### config.mk
export PLATFORM = sky130hd
export DESIGN_NAME = anfpa_ctrl
export DESIGN_NICKNAME = d
export VERILOG_FILES = /design/src/rtl/anfpa_pkg.sv /design/src/rtl/anfpa_ctrl.sv
export SDC_FILE = /design/constraint.sdc
export NUM_CORES = 1
export LEC_CHECK = 0
export ABC_AREA = 1
export BUFFER_PORTS_ARGS = -buffer_cell sky130_fd_sc_hd__buf_4
export CORE_AREA = 2 2 39 41
export CTS_CLUSTER_SIZE = 28
export DETAILED_ROUTE_END_ITERATION = 10
export DIE_AREA = 0 0 41 43
export PLACE_DENSITY = 0.64
export SETUP_SLACK_MARGIN = 0.2
export SLEW_MARGIN = 15
export SYNTH_ARGS = -nofsm -noshare
export SYNTH_HDL_FRONTEND = slang
export SYNTH_SLANG_ARGS = --single-unit
### constraint.sdc
create_clock -name i_clk -period 1.49 [get_ports i_clk]
set_input_delay 0.298 -clock i_clk [delete_from_list [all_inputs] [get_ports i_clk]]
set_output_delay 0.298 -clock i_clk [all_outputs]
set_load 0.1 [all_outputs]
### src/rtl/anfpa_pkg.sv
// ============================================================================
// anfpa_pkg - shared types and constants of the aligned next-fit allocator
// Field widths, controller states and the command/status bundles that join
// the controller to the datapath.
// ============================================================================
package anfpa_pkg;

    // Field widths of the request, response and configuration register
    localparam int SIZE_W    = 26;
    localparam int ALIGN_W   = 4;
    localparam int START_W   = 13;
    localparam int CFG_W     = 14;
    localparam int CFG_RESET = 8192;

    // Controller states
    typedef enum logic [2:0] {
        ST_CLEAR,
        ST_IDLE,
        ST_CAND,
        ST_SCAN,
        ST_MARK,
        ST_FIN
    } t_state;

    // Commands from the controller to the datapath
    typedef struct packed {
        logic clr_step;
        logic load_req;
        logic start_pass2;
        logic cand;
        logic scan_adv;
        logic scan_skip;
        logic mark_init;
        logic mark_step;
        logic set_last;
        logic load_out;
    } t_cmd;

    // Status from the datapath to the controller
    typedef struct packed {
        logic clr_last;
        logic n_zero;
        logic cand_fits;
        logic left_zero;
        logic t_ge_e;
        logic pg_taken;
        logic out_busy;
    } t_sts;

endpackage

### src/rtl/anfpa_ctrl.sv
// ============================================================================
// anfpa_ctrl - allocator sequencer
// Steps through map clearing, candidate setup, page scanning, marking and
// response hand-off by issuing commands to the datapath.
// ============================================================================
module anfpa_ctrl (
    input  logic            i_clk,
    input  logic            i_rst_n,
    input  logic            i_req_valid,
    output logic            o_req_ready,
    input  anfpa_pkg::t_sts i_sts,
    output anfpa_pkg::t_cmd o_cmd
);
    import anfpa_pkg::*;

    t_state r_state, n_state;
    logic   r_pass2, n_pass2;

    // State register
    always_ff @(posedge i_clk) begin
        if (!i_rst_n) begin
            r_state <= ST_CLEAR;
            r_pass2 <= 1'b0;
        end else begin
            r_state <= n_state;
            r_pass2 <= n_pass2;
        end
    end

    // Next state and commands
    always_comb begin
        n_state     = r_state;
        n_pass2     = r_pass2;
        o_cmd       = '0;
        o_req_ready = 1'b0;
        unique case (r_state)
            ST_CLEAR: begin
                o_cmd.clr_step = 1'b1;
                if (i_sts.clr_last) begin
                    n_state = ST_IDLE;
                end
            end
            ST_IDLE: begin
                o_req_ready = 1'b1;
                if (i_req_valid) begin
                    o_cmd.load_req = 1'b1;
                    n_pass2        = 1'b0;
                    n_state        = ST_CAND;
                end
            end
            ST_CAND: begin
                priority if (i_sts.n_zero) begin
                    n_state = ST_FIN;
                end else if (i_sts.cand_fits) begin
                    o_cmd.cand = 1'b1;
                    n_state    = ST_SCAN;
                end else if (!r_pass2) begin
                    o_cmd.start_pass2 = 1'b1;
                    n_pass2           = 1'b1;
                end else begin
                    n_state = ST_FIN;
                end
            end
            ST_SCAN: begin
                priority if (i_sts.left_zero) begin
                    o_cmd.mark_init = 1'b1;
                    n_state         = ST_MARK;
                end else if (i_sts.t_ge_e) begin
                    // give up this pass
                    if (!r_pass2) begin
                        o_cmd.start_pass2 = 1'b1;
                        n_pass2           = 1'b1;
                        n_state           = ST_CAND;
                    end else begin
                        n_state = ST_FIN;
                    end
                end else if (i_sts.pg_taken) begin
                    o_cmd.scan_skip = 1'b1;
                    n_state         = ST_CAND;
                end else begin
                    o_cmd.scan_adv = 1'b1;
                end
            end
            ST_MARK: begin
                if (i_sts.left_zero) begin
                    o_cmd.set_last = 1'b1;
                    n_state        = ST_FIN;
                end else begin
                    o_cmd.mark_step = 1'b1;
                end
            end
            ST_FIN: begin
                if (!i_sts.out_busy) begin
                    o_cmd.load_out = 1'b1;
                    n_state        = ST_IDLE;
                end
            end
            default: begin
                n_state = ST_CLEAR;
            end
        endcase
    end

endmodule

# ---- After elaboration in Yosys (flattened, before gate mapping)
# Index checks and enable logic that the tools add are counted.
dict set report totals {
  regBits 4
  latchBits 0
  ramBits 0
  rom_bits 0
  out_inout_bits 11
  word_cells 61
  n_memories 0
}
dict set report classes {
  add_sub_neg 0
  mul 0
  div_mod_pow 0
  magnitude_cmp 0
  eq_ne 15
  shifts 0
  muxes 40
  bitwise_logic 0
  reduce_logical 4
}
# cell count
set op_table {}
lappend op_table {{$mux 3} 12}
lappend op_table {{$mux 1} 21}
lappend op_table {{$pmux 3 s6} 1}
lappend op_table {{$ne 2x2->1 const B} 8}
lappend op_table {{$reduce_and 6->1} 2}
lappend op_table {{$mux 2} 4}
lappend op_table {{$ne 4x4->1 const B} 2}
lappend op_table {{$eq 3x2->1 const B} 2}
lappend op_table {{$eq 3x3->1 const B} 2}
lappend op_table {{$eq 3x1->1 const B} 1}
lappend op_table {{$logic_not 3->1} 1}
lappend op_table {{$pmux 1 s3} 1}
lappend op_table {{$reduce_bool 3->1} 1}
lappend op_table {{$pmux 1 s2} 1}

# ---- Longest topological paths before layout
# Gate-level depths: netlist of the first run.
dict set report logic_depth {
  word_depth 4
  ltp_mapped 9
}

# ---- Worst setup path before layout of the first run
# OpenSTA, ideal clock, no wires.
dict set report synth_path {
  path_kind {reg-to-output}
  start {register r_state[2]}
  end {output o_cmd[0] (netlist name)}
  arrival_ns 3.322
  t_required_ns 1.192
  path_slack_ns -2.130
  path_stages_with_launch 4
  path_cell_list {dfxtp_1 -> buf_6 -> inv_4 -> nor4_1}
}
# item line_no
set synth_rtl {}
lappend synth_rtl {{start: declaration} anfpa_ctrl.sv:16} ;# t_state r_state, n_state;
lappend synth_rtl {{start signal: assignment} anfpa_ctrl.sv:25} ;# r_state <= n_state;
lappend synth_rtl {{end: declaration} anfpa_ctrl.sv:12} ;# output anfpa_pkg::t_cmd o_cmd

==> results of run 1 <==
-- worst reg2reg max path, stage by stage (launching register included) --
cell and delay (ns):
dfxtp_4 0.36, inv_6 0.07, nand3_4 0.12, buf_6 0.15, nor2_4 0.12, buf_6 0.11, buf_6 0.10, nor2_4 0.04
nand3_2 0.07, nand2_1 0.08, a21oi_2 0.11
-- synth_stat cells --
library cell / instances
nor2_1: 16
nor2_2: 4
buf_6: 1
a21oi_1: 3
nand3_2: 3
nand4_1: 2
nand3b_1: 1
dfxtp_1: 4
nor4_1: 1
nand3_1: 10
nand2_1: 22
inv_1: 21
o21ai_0: 3
nor3_1: 1
inv_4: 1
-- flip-flops by register name (all words and copies together) (netlist names) --
name and flops:
r_pass2 1, r_state 3
-- cell type report --
class	instances	area (µm²)
clock buffers	4	26.28
well taps	16	20.02
inverters	22	107.6
fillers	102	311.5
flip-flops and latches	4	91.34
multi-input cells	66	446.7
repair buffers	31	380.4
-- cell families after synthesis --
| group | after synthesis | share of synthesized area |
|---|---|---|
| buffers and inverters | 23 | 0.1985 |
| DFF | 4 | 0.1650 |
| AOI/OAI and AO/OA | 6 | 0.06184 |
| and+or+nand+nor | 60 | 0.5747 |
-- worst paths after layout --
path | startpoint | to | slack [ns] | depth (start not counted)
hold reg to reg | r_state[2] | r_state[2] | 0.51 | 2
hold / removal | i_rst_n | r_pass2 | 0.33 | 3
setup reg to reg | r_state[2] | r_state[1] | 0.10 | 10
setup / recovery | r_state[0] | o_cmd[2] | -0.08 | 4
-- where the power goes --
group / switching [mW] / internal [mW] / leakage, nW
clock network: 0.0454 / 0.101 / 0.0150
registers: 0.0820 / 0.163 / 0.0349
logic: 0.817 / 0.475 / 0.436
-- repair_timing --
| action | 4_1_cts | 5_1_grt |
|---|---|---|
| buffers inserted | 7 | 1 |
| pin swaps | 6 | 3 |
| hold endpoints to repair | 0 | 0 |
| setup endpoints to repair | 11 | 14 |
| resized for setup | 36 | 7 |
| hold buffers | 0 | 0 |
-- metal layers --
| layer | vias to the layer above | track usage | routed length (µm) |
|---|---|---|---|
| met1 | 315 | 0.2637 | 621 |
| met5 | - | 0 | 0 |
| met4 | 0 | 0.08000 | 0 |
| li1 | 354 | - | - |
| met2 | 22 | 0.3938 | 977 |
| met3 | 0 | 0.03141 | 53 |
-- per-stage QoR --
stage	std cells	power, mW	hold slack (ns)
after floorplan	93	1.056	0.4393
after CTS	142	1.656	0.3324
final	143	1.682	0.3325
after detailed placement	131	1.255	0.5055
after global placement	131	1.254	0.5010
after global routing	143	1.790	0.3587
==> summary.txt, run 1 <==
Outcome
  – Status: finished, violations left
  – Failing checks: setup timing

Finish
  – Finished Cell Area: 1072 µm²
  – Most common cell after layout, fill and taps aside: nand2_1
  – Layout cells sized above 1: 0.5433
  – Most frequent cells in the layout: nand2_1, buf_4, inv_1
  – Antenna diodes: 0
  – Final nets: 138
  – Area Overhead vs Synth: 120.9%
  – Utilization after layout: 0.7749

Job
  – Maxcap violations: 0

STA
  – Fmax: 0.6370 GHz
  – Tcrit/Tclk final: 1.054
  – Setup ws final: -0.07990 ns
  – Slew HR: 0.8615
  – Setup TNS: -0.5543 ns
  – Slew Limit Fails: 0
  – Skew final: 0.005607 ns
  – Period minus WS final: 1.570 ns
  – Fin. Hold Viols: 0
  – Worst Tran Pin Value: 0.2063 ns
  – RSZ-0062 raised after global routing: yes
  – Final setup viols: 11

Setup path
  – Buf/Inv on CP: 2
  – Worst path max stage delay: 0.37 ns
  – Setup Crit Path Kind: reg -> out
  – WP data required: 1.19 ns
  – CP max stage cell: dfxtp_4
  – CP endpoint kind: output pin
  – Crit-path cells: nor2_2 > nand3_2 > clkinvlp_4 > buf_8
  – Crit path launch type: flip-flop
  – Critical path arrival: 1.27 ns
  – Worst Path Max Fanout: 6
  – Top cell family by delay on the critical path: flip-flops

Placed design
  – Post-DP HPWL: 1.222 mm
  – Placer Congestion: 0.8698
  – IO Port Bufs: 20
  – Placed Area: 795.8 µm²
  – Place WS: 0.02556 ns

Clock tree
  – Clock root buffer: clkbuf_4
  – CTS tree: done
  – TritonCTS Sinks: 4
  – TritonCTS Buffers: 3
  – Maximum level of the CTS H-tree: 1
  – Deepest clock path buffer count: 2
  – Clock slew at reported path FFs: 0.04 ns
  – Clock Latency Late Sink: 0.24 ns

Floorplan
  – Core area: 1384 µm²
  – Die area: 1763 µm²
  – Die width: 41 µm
  – Die span in y: 43 µm
  – Initial Utilization: 0.3508
  – Num rows: 14
  – Ports: 21

Synthesis
  – Post-Syn Nets: 103
  – Yosys top cell area share: 0.1701
  – Sequential cell area fraction in the yosys report: 0.1649
  – Synth warnings: 0
  – Synth Area per Inst: 5.220 µm²
  – Mapped Cells: 93
  – Area contributors post-synth: nand2_1, dfxtp_1, inv_1
  – Flops & latches, synth: 4
  – Number of distinct library cells after synthesis: 15
  – Biggest area consumer among synthesized cells: nand2_1
  – Mapped cell area: 485.5 µm²

Global route
  – Initial antenna violation count: 0
  – Total grt overflow: 0
  – GRT Total Usage: 0.2269
  – Largest net degree at the start of global routing: 7
  – Vias in the first global route: 675
  – First-pass GRT wire length: 2.739 mm

Routing
  – Post-route ant nets: 0
  – Routed len/inst: 11.55 µm
  – Via-per-instance ratio: 4.832
  – # DRC: 0
  – First-pass DRT Iterations: 4
  – Via count: 691
  – Iter 0 DRT Violations: 22
  – Final wirelength: 1.652 mm

Power and ir drop
  – P per Cell Area: 1569 nW/µm²
  – Peak supply drop: 0.001049 V
  – Pleak: 0.4858 nW

Worst hold path
  – HP Class: in -> reg
Power figures use the tool's default switching activity.
==> run 2: changes to the inputs <==
ABC_AREA = not set   (was 1)
PLACE_DENSITY = 0.59   (was 0.64)
TNS_END_PERCENT = 100   (was not set)
==> run 2 against run 1 <==
  * The flow still finishes with violations (setup timing)
  * Non-clock buffer count is 19 higher
  * Count of clock-buffer cells in the layout is 1 lower
  * Die area did not move
  * Sequential power is 15% lower
  * Sequential cell count stayed put
  * Combinational power is 39% higher
  * Design area is 10% higher
  * Sequential share of layout area fell by 1.0 points
  * Final cell count fell by 16%
  * Global-route usage up 3.8 points
  * Critical endpoint is now o_cmd[7]
==> summary.txt, run 2 <==
Floorplan
  – Num rows: 14 (unchanged)
  – Core area: 1384 µm² (unchanged)
  – Die span in y: 43 µm (unchanged)
  – Initial Utilization: 0.3074 (-0.04340)
  – Die width: 41 µm (unchanged)
  – Die area: 1763 µm² (unchanged)
  – Ports: 21 (unchanged)

Synthesis
  – EDFF count, synth: 0 (unchanged)
  – Synth cell count leaders: nand2_1, inv_1, dfxtp_1, mux2i_1, nor3b_1
  – Mapped cell area: 425.4 µm² (-12%)
  – Area contributors post-synth: dfxtp_1, mux2i_1, nand2_1
  – Sequential cell area fraction in the yosys report: 0.1882 (+0.02329)
  – Biggest area consumer among synthesized cells: dfxtp_1
  – Post-Syn Nets: 65 (-37%)
  – Synth Area per Inst: 7.735 µm² (+48%)
  – Ys flop type: dfxtp_1
  – Mapped Cells: 55 (-41%)
  – Yosys top cell area share: 0.1882 (+0.01813)
  – Synth warnings: 0 (unchanged)
  – Most frequent cell after synthesis: nand2_1
  – Flops & latches, synth: 4 (unchanged)
  – Number of distinct library cells after synthesis: 30 (+15)
  – Post-synth ARST share: 0 (unchanged)

Power and ir drop
  – Internal power: 1.131 mW (+53%)
  – Sequential share of power: 0.098 (-0.047)
  – Switching power: 1.009 mW (+6.8%)
  – Combinational Power Share: 0.835 (+0.067)
  – Sw Ratio: 0.4717 (-0.08986)
  – P per Cell Area: 1812 nW/µm² (+15%)
  – Clk pwr share: 0.068 (-0.019)
  – Pleak: 0.4806 nW (-1.1%)
  – Peak supply drop: 0.001196 V (+14%)

Placed design
  – Post-DP HPWL: 1.086 mm (-11%)
  – IO Port Bufs: 20 (unchanged)
  – Placer Congestion: 0.7558 (-13%)
  – Placed cells: 104 (-21%)

STA
  – Final setup viols: 14 (+3)
  – Slew Limit Fails: 0 (unchanged)
  – Slew HR: 0.8138 (-0.04768)
  – Fin. Hold Viols: 0 (unchanged)
  – Fmax: 0.5511 GHz (-13%)
  – Worst Tran Pin Value: 0.2782 ns (+0.07189 ns)
  – Setup TNS: -2.945 ns (-2.391 ns)
  – Period minus WS final: 1.815 ns (+0.2447 ns)
  – Skew final: 0.003100 ns (-0.002507 ns)
  – Setup ws final: -0.3246 ns (-0.2447 ns)
  – RSZ-0062 raised after global routing: yes
  – Tcrit/Tclk final: 1.218 (+0.1642)

Global route
  – Largest net degree at the start of global routing: 12 (+5)
  – Vias in the first global route: 664 (-1.6%)
  – Total grt overflow: 0 (unchanged)
  – First-pass GRT wire length: 3.008 mm (+9.8%)
  – GRT Total Usage: 0.2646 (+0.03768)
  – Initial antenna violation count: 0 (unchanged)

Setup path
  – Crit path launch type: flip-flop
  – Worst reg2reg endpoint: r_state[2]
  – Worst-case reg-to-reg path depth: 8 (-2)
  – Reg2reg setup slack: -0.18 ns (-0.28 ns)
  – Worst Path Max Fanout: 4 (-2)
  – Setup crit start: r_state[2]
  – WP data required: 1.19 ns (about the same)
  – Setup Crit Path Kind: reg -> out
  – CP endpoint kind: output pin
  – RR Startpoint: r_state[0]
  – Critical path arrival: 1.52 ns (+0.25 ns)

Finish
  – Most common cell after layout, fill and taps aside: buf_4
  – Layout cells sized above 1: 0.7500 (+0.2067)
  – Layout Cells excl Fill: 120 (-16%)
  – Final nets: 116 (-16%)
  – Largest register by flop count: r_state
  – Top Registers: r_state (3), r_pass2 (1)
  – Most frequent cells in the layout: buf_4, buf_12, buf_6
  – Flip-flop count of the largest register after layout: 3 (unchanged)
  – Area Overhead vs Synth: 177.6%
  – Antenna diodes: 0 (unchanged)

Routing
  – Iter 0 DRT Violations: 15 (-32%)
  – Via count: 646 (-6.5%)
  – Via-per-instance ratio: 5.383 (+11%)
  – First-pass DRT Iterations: 4 (unchanged)
  – Final wirelength: 2.053 mm (+24%)
  – Post-route ant nets: 0 (unchanged)
  – Routed len/inst: 17.11 µm (+48%)
  – # DRC: 0 (unchanged)

Clock tree
  – TritonCTS Buffers: 3 (unchanged)
  – Clock slew at reported path FFs: 0.04 ns (about the same)
  – Deepest clock path buffer count: 2 (unchanged)
  – Maximum level of the CTS H-tree: 1 (unchanged)
  – TritonCTS Sinks: 4 (unchanged)
  – CTS tree: done
  – Clock Latency Late Sink: 0.25 ns (about the same)
  – Clock root buffer: clkbuf_4

Outcome
  – Status: finished, violations left
  – Failing checks: setup timing

Worst hold path
  – HP Start: i_rst_n
  – HP Class: in -> reg
  – Hold Crit Endpoint: r_pass2
  – Hold depth: 2 (-1)

Job
  – Maxcap violations: 0 (unchanged)
## run 2: changes by cell type after synthesis, sizes merged, moves of 2 or more
cell	delta
nand2	-15
nand3	-11
nor3b	+3
mux2i	+4
o2111ai	+2
nand2b	+2
nand4	-2
nor2	-19
buf	+2
nor4b	+2
inv	-17
nor2b	+2
## run 2: metrics by stage
step / worst slack [ns] / utilization / instance area, µm² / hold WS [ns] / power, mW
after global routing: -0.3536 / 0.8535 / 1181 / 0.3353 / 2.210
after global placement: -0.1797 / 0.5832 / 807.0 / 0.5694 / 1.279
final: -0.3246 / 0.8535 / 1181 / 0.3303 / 2.140
after floorplan: -0.6570 / - / 550.5 / 0.4262 / 1.044
after CTS: -0.2923 / 0.8454 / 1170 / 0.3319 / 2.085
after detailed placement: -0.1839 / 0.5832 / 807.0 / 0.5766 / 1.279
## run 2: power by group through the flow
stage,clock [mW],combinational (mW),sequential [mW]
6_report,0.144,1.79,0.209
5_1_grt,0.154,1.85,0.212
4_1_cts,0.138,1.74,0.205
3_5_place_dp,0,1.10,0.182
3_3_place_gp,0,1.10,0.183
2_1_floorplan,0,0.864,0.180
## run 2: logic make-up (layout without fill, tap and decap cells)
family,count (synthesis),in the layout,share of synthesized area
AND/OR/NAND/NOR,28,28,0.4324
AO/OA/AOI/OAI,10,10,0.1824
buffers and inverters,9,58,0.1029
multiplexers,4,4,0.09412
flip-flops,4,4,0.1882
## run 2: repair_timing
item	4_1_cts	5_1_grt
setup endpoints to repair	15	15
setup buffers	11	1
hold buffers	0	0
resized for setup	52	1
gates cloned	1	0
pin swaps	12	4
## run 2: layer usage
metal  vias to the layer above  wire (µm)  GRT usage
met5                         -          0          0
met3                         7        104    0.03141
met4                         0         53     0.1000
met2                        31       1146     0.4906
li1                        301          -          -
met1                       307        749     0.2751
## run 2: area by class of cell
class                   instances  area (µm²)
repair buffers                 50       578.1
multi-input cells              42       441.7
fillers                        70       202.7
flip-flops and latches          4       88.84
inverters                       5       30.03
clock buffers                   3       22.52
well taps                      16       20.02
## run 2: how the worst max path moves through the flow
stage	depth (start not counted)	endpoint	slack [ns]
after floorplan	4	o_cmd[8]	-0.66
after global placement	5	o_cmd[7]	-0.18
after detailed placement	5	o_cmd[7]	-0.18
after CTS	4	o_cmd[7]	-0.29
after global routing	4	o_cmd[7]	-0.35
final	4	o_cmd[7]	-0.32
## run 2: worst max-delay path, stage by stage, from the launching register on
cell and delay, ns:
dfxtp_2 0.33, nand2b_4 0.14, or4b_4 0.52, o21ai_4 0.09, buf_12 0.19
==> run 3: changes to the inputs <==
clock period = 1.7 ns   (was 1.49 ns; I/O delays follow)
==> run 3 against run 2 <==
  * The flow still finishes with violations (setup timing)
  * Clock skew up 0.0022 ns
  * Final cell count up 2.5%
  * Die area unchanged
  * Worst setup slack better by 0.17 ns
  * Largest cell class unchanged
  * Largest power group unchanged
  * Highest routed layer unchanged
==> summary.txt, run 3 (synthesized netlist as in run 2, its figures left out) <==
Finish
  – Final nets: 119 (+2.6%)
  – Area Overhead vs Synth: 176.5%
  – Most common cell after layout, fill and taps aside: buf_4
  – # fillers: 68 (-2.9%)
  – Antenna diodes: 0 (unchanged)
  – Register area: 88.84 µm² (unchanged)
  – Largest register by flop count: r_state
  – Utilization after layout: 0.8499 (-0.003616)
  – Layout cells sized above 1: 0.7383 (-0.01168)
  – Top Registers: r_state (3), r_pass2 (1)
  – Multi-input gate area: 430.4 µm² (-2.5%)
  – Most frequent cells in the layout: buf_4, buf_12, buf_6
  – Flip-flop count of the largest register after layout: 3 (unchanged)

Clock tree
  – Hold_buf cts: 0 (unchanged)
  – CTS tree: done
  – TritonCTS Sinks: 4 (unchanged)
  – TritonCTS Buffers: 3 (unchanged)
  – Clock Latency Late Sink: 0.24 ns (about the same)
  – Maximum level of the CTS H-tree: 1 (unchanged)
  – Deepest clock path buffer count: 2 (unchanged)
  – Clock slew at reported path FFs: 0.04 ns (about the same)
  – Clock root buffer: clkbuf_4

Job
  – Maxcap violations: 0 (unchanged)

STA
  – Final setup viols: 11 (-3)
  – Setup ws final: -0.1555 ns (+0.1691 ns)
  – Fmax: 0.5389 GHz
  – Skew final: 0.005331 ns (+0.002231 ns)
  – Slew Limit Fails: 0 (unchanged)
  – Tcrit/Tclk final: 1.091
  – RSZ-0062 raised after global routing: yes
  – Worst Tran Pin Value: 0.2734 ns (-0.004754 ns)
  – Period minus WS final: 1.856 ns
  – Fin. Hold Viols: 0 (unchanged)
  – Slew HR: 0.8176 (+0.003876)
  – WHS: 0.3773 ns (+0.04702 ns)

Outcome
  – Status: finished, violations left
  – Failing checks: setup timing

Floorplan
  – Initial Utilization: 0.3074 (unchanged)
  – Num rows: 14 (unchanged)
  – Die area: 1763 µm² (unchanged)
  – Ports: 21 (unchanged)
  – Core area: 1384 µm² (unchanged)
  – Die span in y: 43 µm (unchanged)
  – Die width: 41 µm (unchanged)

Global route
  – Vias in the first global route: 589 (-11%)
  – Total grt overflow: 0 (unchanged)
  – M2 GR Usage: 0.4188 (-0.07187)
  – Met3 usage: 0.04188 (+0.01047)
  – Initial antenna violation count: 0 (unchanged)
  – Largest net degree at the start of global routing: 14 (+2)
  – Global Route met1 Usage: 0.2265 (-0.04854)
  – GRT Total Usage: 0.2163 (-0.04829)
  – Busiest grt layer: met2
  – First-pass GRT wire length: 2.587 mm (-14%)

Setup path
  – Worst-case reg-to-reg path depth: 7 (-1)
  – Setup Crit Path Kind: reg -> out
  – Critical path arrival: 1.52 ns (about the same)
  – CP endpoint kind: output pin
  – Crit path to: o_cmd[7]
  – Worst reg2reg endpoint: r_state[2]
  – RR Startpoint: r_state[2]
  – Setup crit start: r_state[2]
  – Worst Path Max Fanout: 4 (unchanged)
  – Crit path launch type: flip-flop
  – Reg2reg setup slack: -0.04 ns (+0.14 ns)
  – WP data required: 1.36 ns (+0.17 ns)

Routing
  – Final wirelength: 2.128 mm (+3.7%)
  – First-pass DRT Iterations: 4 (unchanged)
  – Post-route ant nets: 0 (unchanged)
  – Routed len/inst: 17.30 µm (+1.1%)
  – Via count: 668 (+3.4%)
  – Iter 0 DRT Violations: 28 (+13)
  – Via-per-instance ratio: 5.431 (+0.88%)
  – # DRC: 0 (unchanged)

Power and ir drop
  – Sw Ratio: 0.4823 (+0.01064)
  – Clk pwr share: 0.066 (-0.002)
  – Combinational Power Share: 0.834 (about the same)
  – Sequential share of power: 0.100 (+0.002)
  – Switching power: 0.8783 mW (-13%)
  – P per Cell Area: 1548 nW/µm² (-15%)
  – Pleak: 0.4898 nW (+1.9%)
  – Internal power: 0.9427 mW (-17%)
  – Peak supply drop: 0.0007739 V (-35%)

Placed design
  – IO Port Bufs: 20 (unchanged)
  – Post-DP HPWL: 1.024 mm (-5.7%)
  – Placer Congestion: 0.8192 (+8.4%)

Worst hold path
  – HP Class: in -> reg
==> run 3: cell count changes in the layout (fill, tap and decap cells not counted), sizes merged <==
cell      previous run  this run
buf                 50        53
clkinvlp             3         2
inv                  2         3
==> run 3: how the worst min path moves through the flow <==
stage / start / end / slack, ns / depth (start not counted)
after global routing: i_rst_n / r_pass2 / 0.38 / 2
after global placement: i_rst_n / r_pass2 / 0.62 / 2
after CTS: i_rst_n / r_pass2 / 0.37 / 2
after detailed placement: i_rst_n / r_pass2 / 0.61 / 2
final: i_rst_n / r_pass2 / 0.38 / 2
after floorplan: i_rst_n / r_pass2 / 0.47 / 1
==> run 3: per-layer routing <==
layer	share of wire	up-vias	wire, µm
met4	0.014	0	30
met5	0	-	0
met2	0.53	46	1121
li1	-	309	-
met1	0.38	309	801
met3	0.082	4	175
==> run 3: power groups by stage <==
stage | registers (mW) | logic [mW] | clock network [mW]
after floorplan | 0.157 | 0.752 | 0
after global placement | 0.163 | 0.952 | 0
after detailed placement | 0.164 | 0.955 | 0
after CTS | 0.183 | 1.28 | 0.119
after global routing | 0.182 | 1.57 | 0.128
final | 0.183 | 1.52 | 0.120
==> run 3: final cells by class <==
type | count | share of cell area
Clock buffer | 3 | 0.01915
Tap cell | 16 | 0.01702
Sequential cell | 4 | 0.07553
Inverter | 5 | 0.02447
Multi-Input combinational cell | 42 | 0.3660
Timing Repair Buffer | 53 | 0.4979
==> run 3: what timing repair did <==
item / in CTS / in global routing
gates resized for setup: 41 / 8
endpoints found under the setup margin: 14 / 14
buffers inserted: 10 / 9
cloned: 1 / 0
pin swaps: 8 / 4
==> run 3: through the flow <==
step | cells | power, mW | TNS (ns) | instance area (µm²) | worst slack [ns]
4_1_cts | 114 | 1.582 | -0.2547 | 1075 | -0.1143
2_1_floorplan | 55 | 0.9100 | -2.924 | 545.5 | -0.4890
3_3_place_gp | 100 | 1.115 | -0.03676 | 784.5 | -0.02811
6_report | 123 | 1.821 | -0.6769 | 1176 | -0.1555
5_1_grt | 123 | 1.877 | -1.020 | 1176 | -0.1670
3_5_place_dp | 100 | 1.118 | -0.03638 | 784.5 | -0.02791
==> run 3: worst max-delay path: stages (launching register included) <==
cell and delay [ns]:
dfxtp_2 0.34, nand2b_4 0.14, or4b_4 0.51, o21ai_4 0.09, buf_12 0.19
